## config.mk

```make
export PLATFORM = sky130hd
export DESIGN_NAME = deadline_delay_queue_top
export DESIGN_NICKNAME = d
export VERILOG_FILES = /design/src/hdl/ddq_pkg.sv /design/src/hdl/ddq_front.sv /design/src/hdl/ddq_fifo.sv /design/src/hdl/ddq_back.sv /design/src/hdl/deadline_delay_queue_top.sv
export SDC_FILE = /design/constraint.sdc
export NUM_CORES = 2
export LEC_CHECK = 0
export BUFFER_PORTS_ARGS = -buffer_cell sky130_fd_sc_hd__buf_2
export CAP_MARGIN = 20
export CORE_ASPECT_RATIO = 1.1
export CORE_MARGIN = 2
export CORE_UTILIZATION = 58
export DETAILED_ROUTE_END_ITERATION = 16
export HOLD_SLACK_MARGIN = 0.1
export PLACE_DENSITY_LB_ADDON = 0.12
export SLEW_MARGIN = 20
export SYNTH_ARGS = -nofsm -noshare
export SYNTH_HDL_FRONTEND = slang
export SYNTH_SLANG_ARGS = --single-unit
export TNS_END_PERCENT = 10
```

## constraint.sdc

```tcl
create_clock -name i_clk -period 8.76 [get_ports i_clk]
set_clock_uncertainty 0.05 [all_clocks]
set_input_delay 0.438 -clock i_clk [delete_from_list [all_inputs] [get_ports i_clk]]
set_output_delay 0.438 -clock i_clk [all_outputs]
set_load 0.05 [all_outputs]
```

## src/hdl/ddq_pkg.sv

```systemverilog
package ddq_pkg;

    // Fixed field widths
    localparam int DATA_W  = 32;
    localparam int TIME_W  = 32;
    localparam int DELAY_W = 16;

    // Default sizing handed to the top level
    localparam int DEF_QUEUE_DEPTH  = 16;
    localparam int DEF_PAYLOAD_BITS = 32;

    // Work queue between front and back
    localparam int FQ_DEPTH = 2;
    localparam int FQ_PTR_W = 1;
    localparam int FQ_CNT_W = 2;

    // Command codes
    localparam logic CMD_SUBMIT = 1'b0;
    localparam logic CMD_TICK   = 1'b1;

    // One classified word: a submit carries its deadline, a tick the new time
    typedef struct packed {
        logic              cmd;
        logic [DATA_W-1:0] payload;
        logic [TIME_W-1:0] stamp;
    } t_work;

endpackage

```

## src/hdl/ddq_front.sv

```systemverilog
module ddq_front
    import ddq_pkg::*;
(
    input  logic               i_clk,
    input  logic               i_rst_n,
    input  logic               i_valid,
    input  logic               i_command,
    input  logic [DATA_W-1:0]  i_payload,
    input  logic [DELAY_W-1:0] i_delay_ms,
    input  logic               i_full,
    output logic               o_stall,
    output logic               o_push,
    output t_work              o_work
);

    logic [TIME_W-1:0] r_time;
    logic [TIME_W-1:0] n_time;
    logic [TIME_W-1:0] w_next_time;

    // Stall while the work queue is full
    assign o_stall     = i_full;
    assign o_push      = i_valid && !i_full;
    assign w_next_time = r_time + TIME_W'(1);

    // Stamp submits with their deadline and ticks with the new time
    always_comb begin
        o_work.cmd     = i_command;
        o_work.payload = i_payload;
        if (i_command == CMD_TICK) begin
            o_work.stamp = w_next_time;
        end else begin
            o_work.stamp = r_time + TIME_W'(i_delay_ms);
        end
    end

    // Advance the time counter on each accepted tick
    always_comb begin
        n_time = r_time;
        if (o_push && i_command == CMD_TICK) begin
            n_time = w_next_time;
        end
    end

    always_ff @(posedge i_clk) begin
        if (!i_rst_n) begin
            r_time <= '0;
        end else begin
            r_time <= n_time;
        end
    end

endmodule

```

## src/hdl/ddq_fifo.sv

```systemverilog
module ddq_fifo
    import ddq_pkg::*;
(
    input  logic  i_clk,
    input  logic  i_rst_n,
    input  logic  i_push,
    input  t_work i_work,
    input  logic  i_pop,
    output logic  o_full,
    output logic  o_valid,
    output t_work o_work
);

    t_work               r_mem [FQ_DEPTH];
    logic [FQ_PTR_W-1:0] r_wp;
    logic [FQ_PTR_W-1:0] r_rp;
    logic [FQ_CNT_W-1:0] r_cnt;
    logic [FQ_PTR_W-1:0] n_wp;
    logic [FQ_PTR_W-1:0] n_rp;
    logic [FQ_CNT_W-1:0] n_cnt;

    assign o_full  = (r_cnt == FQ_CNT_W'(FQ_DEPTH));
    assign o_valid = (r_cnt != '0);
    assign o_work  = r_mem[r_rp];

    // Move pointers and fill count
    always_comb begin
        n_wp  = r_wp;
        n_rp  = r_rp;
        n_cnt = r_cnt;
        if (i_push) begin
            n_wp = r_wp + 1'b1;
        end
        if (i_pop) begin
            n_rp = r_rp + 1'b1;
        end
        if (i_push && !i_pop) begin
            n_cnt = r_cnt + 1'b1;
        end else if (!i_push && i_pop) begin
            n_cnt = r_cnt - 1'b1;
        end
    end

    always_ff @(posedge i_clk) begin
        if (!i_rst_n) begin
            r_wp  <= '0;
            r_rp  <= '0;
            r_cnt <= '0;
        end else begin
            r_wp  <= n_wp;
            r_rp  <= n_rp;
            r_cnt <= n_cnt;
        end
    end

    // Write the incoming word
    always_ff @(posedge i_clk) begin
        if (i_push) begin
            r_mem[r_wp] <= i_work;
        end
    end

endmodule

```

## src/hdl/ddq_back.sv

```systemverilog
module ddq_back
    import ddq_pkg::*;
#(
    parameter int QUEUE_DEPTH  = DEF_QUEUE_DEPTH,
    parameter int PAYLOAD_BITS = DEF_PAYLOAD_BITS
) (
    input  logic              i_clk,
    input  logic              i_rst_n,
    input  logic              i_wvalid,
    input  t_work             i_work,
    output logic              o_pop,
    input  logic              i_stall,
    output logic              o_valid,
    output logic [DATA_W-1:0] o_released_payload,
    output logic              o_dropped,
    output logic              o_last
);

    localparam int SW = (PAYLOAD_BITS < DATA_W) ? PAYLOAD_BITS : DATA_W;

    // Sorted store: slot 0 is the earliest deadline, valid bits form a thermometer
    logic [TIME_W-1:0] r_dl  [QUEUE_DEPTH];
    logic [SW-1:0]     r_pay [QUEUE_DEPTH];
    logic [TIME_W-1:0] n_dl  [QUEUE_DEPTH];
    logic [SW-1:0]     n_pay [QUEUE_DEPTH];
    logic [QUEUE_DEPTH-1:0] r_vld;
    logic [QUEUE_DEPTH-1:0] n_vld;
    logic [QUEUE_DEPTH-1:0] w_stay;

    logic              r_ovld;
    logic [DATA_W-1:0] r_opay;
    logic              r_odrop;
    logic              r_olast;
    logic              n_ovld;
    logic [DATA_W-1:0] n_opay;
    logic              n_odrop;
    logic              n_olast;

    logic              w_load;
    logic              w_due0;
    logic              w_due1;
    logic              w_full;
    logic [DATA_W-1:0] w_head;

    // a lies strictly before b by wrapping difference
    function automatic logic before_t(input logic [TIME_W-1:0] a,
                                      input logic [TIME_W-1:0] b);
        logic [TIME_W-1:0] diff;
        diff = a - b;
        return diff[TIME_W-1];
    endfunction

    assign w_load = !r_ovld || !i_stall;
    assign w_full = r_vld[QUEUE_DEPTH-1];
    assign w_due0 = r_vld[0] && before_t(r_dl[0], i_work.stamp);
    assign w_due1 = r_vld[1] && before_t(r_dl[1], i_work.stamp);

    // Zero-extend the head payload
    always_comb begin
        w_head         = '0;
        w_head[SW-1:0] = r_pay[0];
    end

    // Entries that keep their slot on insert: deadline not after the new one
    always_comb begin
        for (int i = 0; i < QUEUE_DEPTH; i++) begin
            w_stay[i] = r_vld[i] && !before_t(i_work.stamp, r_dl[i]);
        end
    end

    // Execute the word at the head of the work queue
    always_comb begin
        n_dl    = r_dl;
        n_pay   = r_pay;
        n_vld   = r_vld;
        n_ovld  = r_ovld;
        n_opay  = r_opay;
        n_odrop = r_odrop;
        n_olast = r_olast;
        o_pop   = 1'b0;
        if (r_ovld && !i_stall) begin
            n_ovld = 1'b0;
        end
        if (i_wvalid) begin
            unique case (i_work.cmd)
                CMD_SUBMIT: begin
                    if (w_full) begin
                        // drop and flag
                        if (w_load) begin
                            n_ovld  = 1'b1;
                            n_opay  = '0;
                            n_odrop = 1'b1;
                            n_olast = 1'b1;
                            o_pop   = 1'b1;
                        end
                    end else begin
                        // insert after equal deadlines, shift the rest up
                        for (int i = 0; i < QUEUE_DEPTH; i++) begin
                            if (!w_stay[i]) begin
                                if (i == 0 || w_stay[(i == 0) ? 0 : i - 1]) begin
                                    n_dl[i]  = i_work.stamp;
                                    n_pay[i] = i_work.payload[SW-1:0];
                                end else begin
                                    n_dl[i]  = r_dl[(i == 0) ? 0 : i - 1];
                                    n_pay[i] = r_pay[(i == 0) ? 0 : i - 1];
                                end
                            end
                        end
                        n_vld = {r_vld[QUEUE_DEPTH-2:0], 1'b1};
                        o_pop = 1'b1;
                    end
                end
                CMD_TICK: begin
                    if (!w_due0) begin
                        o_pop = 1'b1;
                    end else if (w_load) begin
                        // release the head, shift the store down
                        n_ovld  = 1'b1;
                        n_opay  = w_head;
                        n_odrop = 1'b0;
                        n_olast = !w_due1;
                        for (int i = 0; i < QUEUE_DEPTH - 1; i++) begin
                            n_dl[i]  = r_dl[i+1];
                            n_pay[i] = r_pay[i+1];
                        end
                        n_vld = {1'b0, r_vld[QUEUE_DEPTH-1:1]};
                        o_pop = !w_due1;
                    end
                end
                default: begin
                    o_pop = 1'b0;
                end
            endcase
        end
    end

    always_ff @(posedge i_clk) begin
        if (!i_rst_n) begin
            r_vld  <= '0;
            r_ovld <= 1'b0;
        end else begin
            r_vld  <= n_vld;
            r_ovld <= n_ovld;
        end
    end

    // Hold store contents and the output word
    always_ff @(posedge i_clk) begin
        r_dl    <= n_dl;
        r_pay   <= n_pay;
        r_opay  <= n_opay;
        r_odrop <= n_odrop;
        r_olast <= n_olast;
    end

    assign o_valid            = r_ovld;
    assign o_released_payload = r_opay;
    assign o_dropped          = r_odrop;
    assign o_last             = r_olast;

endmodule

```

## src/hdl/deadline_delay_queue_top.sv

```systemverilog
// Channel   Direction  Handshake           Word
// input     in         i_valid / o_stall   i_command, i_payload, i_delay_ms
// result    out        o_valid / i_stall   o_released_payload, o_dropped, o_last
//
// The front stamps each word with its deadline or new time as it is accepted;
// a two-word queue feeds the back. A submit is a parallel compare-and-shift
// over the store. A tick with nothing due is simply popped; otherwise it
// releases the due entries one by one, paced by the single output register,
// and is popped with the last. Reset is synchronous and clears time, store
// and queue. Output stall holds releases and drops while the front keeps
// accepting until the queue fills.
module deadline_delay_queue_top
    import ddq_pkg::*;
#(
    parameter int QUEUE_DEPTH  = DEF_QUEUE_DEPTH,
    parameter int PAYLOAD_BITS = DEF_PAYLOAD_BITS
) (
    input  logic               i_clk,
    input  logic               i_rst_n,
    input  logic               i_valid,
    output logic               o_stall,
    input  logic               i_command,
    input  logic [DATA_W-1:0]  i_payload,
    input  logic [DELAY_W-1:0] i_delay_ms,
    output logic               o_valid,
    input  logic               i_stall,
    output logic [DATA_W-1:0]  o_released_payload,
    output logic               o_dropped,
    output logic               o_last
);

    logic  w_push;
    logic  w_full;
    logic  w_pop;
    logic  w_wvalid;
    t_work w_in_work;
    t_work w_out_work;

    ddq_front u_front (
        .i_clk      (i_clk),
        .i_rst_n    (i_rst_n),
        .i_valid    (i_valid),
        .i_command  (i_command),
        .i_payload  (i_payload),
        .i_delay_ms (i_delay_ms),
        .i_full     (w_full),
        .o_stall    (o_stall),
        .o_push     (w_push),
        .o_work     (w_in_work)
    );

    ddq_fifo u_fifo (
        .i_clk   (i_clk),
        .i_rst_n (i_rst_n),
        .i_push  (w_push),
        .i_work  (w_in_work),
        .i_pop   (w_pop),
        .o_full  (w_full),
        .o_valid (w_wvalid),
        .o_work  (w_out_work)
    );

    ddq_back #(
        .QUEUE_DEPTH  (QUEUE_DEPTH),
        .PAYLOAD_BITS (PAYLOAD_BITS)
    ) u_back (
        .i_clk              (i_clk),
        .i_rst_n            (i_rst_n),
        .i_wvalid           (w_wvalid),
        .i_work             (w_out_work),
        .o_pop              (w_pop),
        .i_stall            (i_stall),
        .o_valid            (o_valid),
        .o_released_payload (o_released_payload),
        .o_dropped          (o_dropped),
        .o_last             (o_last)
    );

endmodule
```

After elaboration in Yosys (flattened, before gate mapping)
Memory sizes are Yosys's and may differ from the RTL's. A register that Yosys moved wholly into a read port is not among the register bits.
Index checks and enable logic that the tools add are counted.
{"block": "totals", "reg_bits": 1111, "output_inout_bits": 36, "mem_bits_rw": 130, "in_bits": 53, "elab_cells": 264, "n_memories": 1}
{"block": "classes", "mux": 106, "n_bitwise": 3, "n_addsub": 24, "n_eq_ne": 21, "reduce_logical": 67}
{"name": "u_fifo.r_mem", "depth": 2, "width": 65, "read_ports": 1, "rd_clocked_by_memory_dff": 1, "wr": 1, "line_no": "ddq_fifo.sv:14", "text": "t_work r_mem [FQ_DEPTH];"}
{"cell": "$mux W32", "n": 67}
{"cell": "$mux W480", "n": 4}
{"cell": "$pmux W480 S2", "n": 2}
{"cell": "$mux W512", "n": 2}
{"cell": "$sub A32 B32 Y32", "n": 18}
{"cell": "$reduce_and A5 Y1", "n": 16}
{"cell": "$pmux W32 S2", "n": 1}
{"cell": "$mux W16", "n": 3}
{"cell": "$ne A2 B2 Y1 const B", "n": 18}
{"cell": "$add A32 B1 Y32 const B", "n": 1}
{"cell": "$add A32 B16 Y32", "n": 1}
{"cell": "$pmux W16 S2", "n": 1}
{"cell": "$logic_and A1 B1 Y1", "n": 23}
{"cell": "$logic_not A1 Y1", "n": 22}
{"cell": "$mux W1", "n": 20}
{"cell": "$pmux W1 S2", "n": 4}
{"cell": "$reduce_and A4 Y1", "n": 2}
{"cell": "$mux W2", "n": 2}
{"cell": "$ne A2 B1 Y1 const B", "n": 2}
{"cell": "$reduce_bool A2 Y1", "n": 2}
{"cell": "$not A1 Y1", "n": 3}
{"cell": "$reduce_and A3 Y1", "n": 1}
{"cell": "$add A1 B1 Y1 const B", "n": 2}
{"cell": "$add A2 B1 Y2 const B", "n": 1}
{"cell": "other kinds (3)", "n": 3}

Depth between registers and ports, before layout
{"block": "logic_depth", "ltp_word": 10, "mapped_depth": 20, "depth_no_buf": 15}

Cells and area by module
Synthesis repeated with hierarchy kept, for this count alone.
{"block": "unflattened", "cells_unflattened": 6980, "area_unflattened_um2": 73259.0}
{"module": "ddq_back", "cells_each": 6339, "area_per_inst_um2": 65151.2, "n_inst": 1, "seq_area_each_um2": 32110.8}
{"module": "ddq_fifo", "cells_each": 224, "area_per_inst_um2": 4926.0, "n_inst": 1, "seq_area_each_um2": 4003.8}
{"module": "ddq_front", "cells_each": 417, "area_per_inst_um2": 3181.8, "n_inst": 1, "seq_area_each_um2": 640.6}

Worst setup path after synthesis
No wires, ideal clock.
{"block": "synth_timing", "path_type": "reg-to-reg", "from": "reg with a tool-made name", "to": "reg u_back.r_dl[32] (netlist bit) (enable)", "period_less_slack_ns": 9.460, "required_time_ns": 8.126, "setup_slack_ns": -0.700, "n_path_buf": 6, "setup_ns": 0.584, "t_arrival_ns": 8.826, "stages_incl_launch_ff": 18, "path_cell_list": "dfxtp_1 -> buf_6 -> buf_6 -> clkbuf_1 -> mux2i_1 -> inv_1 -> clkbuf_1 -> ha_1 -> a21o_1 -> a21o_1 -> a211o_1 -> a221oi_1 -> o211ai_1 -> a221oi_2 -> mux2i_1 -> buf_2 -> buf_2 -> a21boi_0"}
{"item": "to (signal assigned)", "line_no": "ddq_back.sv:149", "text": "r_dl <= n_dl;"}
{"item": "to (decl)", "line_no": "ddq_back.sv:22", "text": "logic [TIME_W-1:0] r_dl [QUEUE_DEPTH];"}

==> results.ini <==
[routing]
drcViolationCount = 0
detail_route.vias_per_cell = 6.71
avgRoutedWirePerCell_um = 26.4
ant_nets = 0
drt_iter0_drc = 5840
routed_wl_um = 231000
vias = 58700
firstDrtPassIters = 6

[placement]
place_ws_ns = 2.30
dpl.hpwl_um = 151000
io_buffer_count = 88
dpl_cell_area_um2 = 75300
place_inst = 8453
routabilityCongestion = 0.944

[finish]
final_design_area_no_fill_um2 = 80200
utilization_pct = 63.4
area_growth_pct = 8.87
nNetsFinal = 7547
final_layout_size_suffix_gt1_share_pct = 7.95
fin_cells = 8748

[clock_network]
cts.clk_slew.worst_paths_ns = 0.06
cts_buffers = 140
htree_levels = 4
ctsResizeCount = 0
cts-hold-fix-buffers = 34
cts_tree = built
clock_sinks = 1242
postCtsSetupBuffers = 0
clock_latency_ns = 0.78
clock-root-buffer = clkbuf_16
clockBufferDepth = 3

[floorplan]
row_count = 137
dieArea_um2 = 130000
fp.dieH_um = 378
initial_core_util_pct = 58.3
io_pins = 89
fp.dieW_um = 344
core_um2 = 127000

[setup_path]
cp-endpoint = u_back.r_pay[388]
cp_cell_sequence = buf_4 > mux2i_1 > inv_1 > buf_4 > ha_1 > nand4_1 > nor4_1 > nand3_1 > a31oi_1 > o2111a_1 > o31a_2 > a21boi_4 > buf_4
reg2reg_slack_ns = 2.19
timing.rr.end = u_back.r_pay[388]
required_ns = 9.12
cp.depth = 13
cp-start-kind = register
crit_path_end_kind = register
cp.arrival_ns = 6.93
rr_worst_depth = 13
cp_max_fo = 41
crit_slowest_cell = a21boi_4
cp_common_cell = buf_4
worstSetupPathType = register to register
path_buf_inv = 4
critPathMaxStageDelay_ns = 0.84
crit_family = compound AO/OA/AOI/OAI gates

[timing]
setup_viol = 0
rsz0062_at_grt = false
layout_setup_ws_ns = 2.19
fmax_mhz = 152
min_period_ns = 6.57
worst_slew_pin_slew_ns = 1.35
drv_slew = 0
final.setup.tns_ns = 0
slew_headroom_pct = 10.2
hold_viol = 0
period_share_pct = 75.0

[global_routing]
grt-ovfl-total = 0
grt_pass1_vias = 59800
grt_max_degree = 196
grt.total_usage_pct = 34.8
antenna_found_initial = 2
grt_pass1_wl_um = 347000

[synth]
synth_seq_cells = 1242
syn-num-nets = 7700
synth_top_area_cell = edfxtp_1
ys_top_cells_by_area = edfxtp_1, ha_1, mux2i_1
yosysWarnings = 0
ys_types = 85
synth_edf_count = 1188
synth_top_cell_area_share_pct = 48.4
async_flop_share_pct = 0
netlist_instances = 7118
yosysMostFrequentCell = edfxtp_1
synth-main-ff-cell = edfxtp_1
synth_area_um2 = 73700
synthTopCellsByCount = edfxtp_1, nand2_1, o21ai_0
yosysSeqAreaShare_pct = 49.9
synth.avg_cell_area_um2 = 10.4

[min_path]
hold_class = primary input to register

[power_and_ir_drop]
power_density_nw_per_um2 = 392
leakage_nw = 30.1
vdd_drop_max_uv = 451

[status]
status = complete, no violations

[job]
max-cap-violations = 0

registers in the layout, indices dropped and copies added, names as in the netlist, 2 cells and up, named ones only:
| name | cells |
|---|---|
| u_back.o_released_payload | 32 |
| u_back.r_dl | 512 |
| u_back.r_pay | 480 |
| u_back.r_vld | 16 |
| u_back.w_head | 32 |
| u_fifo.r_cnt | 2 |
| u_fifo.r_mem | 130 |
| u_front.r_time | 32 |
cell type report:
cell class                 count  area, um2
timing repair buffer         239       1930
clock inverter                71        602
clock buffer                 185       3860
tap                         1668       2090
fill                       10300      46300
inverter                     565       2130
multi-input combinational   4777      32900
sequential                  1242      36800
antenna                        1       2.50
cell usage in the layout, fill, tap and decap left out, types with 12 or more instances in the layout:
| cell type | instances |
|---|---|
| a2111oi_0 | 13 |
| a211oi_1 | 51 |
| a21o_1 | 57 |
| a21oi_1 | 433 |
| a221oi_1 | 15 |
| a22o_1 | 32 |
| and2_1 | 39 |
| and3_1 | 33 |
| and4_1 | 13 |
| buf_12 | 12 |
| buf_2 | 88 |
| buf_4 | 99 |
| clkbuf_1 | 31 |
| clkbuf_16 | 145 |
| clkinv_1 | 28 |
| clkinv_2 | 21 |
| dfxtp_1 | 47 |
| dlygate4sd3_1 | 34 |
| edfxtp_1 | 1188 |
| ha_1 | 528 |
| inv_1 | 563 |
| mux2_2 | 61 |
| mux2i_1 | 454 |
| nand2_1 | 796 |
| nand2b_1 | 14 |
| nand3_1 | 258 |
| nand4_1 | 78 |
| nor2_1 | 142 |
| nor3_1 | 45 |
| nor4_1 | 14 |
| o211ai_1 | 176 |
| o211ai_2 | 32 |
| o21a_1 | 25 |
| o21ai_0 | 627 |
| o21ai_1 | 68 |
| o22ai_1 | 454 |
| o31ai_1 | 39 |
| or3_1 | 20 |
| xnor2_1 | 51 |
| xor2_1 | 33 |
worst min-delay path, stage by stage:
cell and delay (ns):
buf_2 0.09, and2_1 0.25, o21a_1 0.16
power by group:
part / internal, W / switching, W
clock: 0.00337 / 0.00250
combinational: 0.00459 / 0.00975
sequential: 0.00987 / 0.00139
total: 0.0178 / 0.0136
routing by layer:
layer | vias to the layer above | track usage (%) | wire length [um]
met3 | 821 | 4.18 | 14200
met4 | 2 | 25.1 | 17900
met2 | 2817 | 59.3 | 113000
met1 | 28900 | 40.7 | 85000
li1 | 26200 | - | -
met5 | - | 0 | 23
how the worst min path moves through the flow:
stage           startpoint              to  slack [ns]  cells after the start
4_1_cts            i_stall  u_back.o_valid        0.10                      3
2_1_floorplan  u_fifo.r_rp        register        0.40                      2
6_report           i_stall  u_back.o_valid        0.14                      3
3_5_place_dp   u_fifo.r_rp        register        0.42                      2
3_3_place_gp   u_fifo.r_rp     u_fifo.r_rp        0.41                      2
5_1_grt            i_stall  u_back.o_valid        0.13                      3
through the flow:
stage	hold WS, ns	total power, W
after floorplan	0.402	0.0206
after global placement	0.410	0.0248
after detailed placement	0.423	0.0253
after CTS	0.102	0.0312
after global routing	0.127	0.0331
final	0.144	0.0315
logic make-up (layout without fill, tap and decap cells):
group | Yosys count | in the layout | synth area share (%)
AOI/OAI and AO/OA | 2140 | 2140 | 17.7
and+or+nand+nor | 1491 | 1491 | 9.06
DFF | 1242 | 1242 | 49.9
buffers and inverters | 1099 | 1060 | 5.99
adders and majority gates | 529 | 529 | 8.99
muxes | 529 | 529 | 7.34
xor gates and xnor gates | 88 | 88 | 1.05
other | 0 | 1 | 0
No activity file was read; power rests on OpenSTA's default activity.
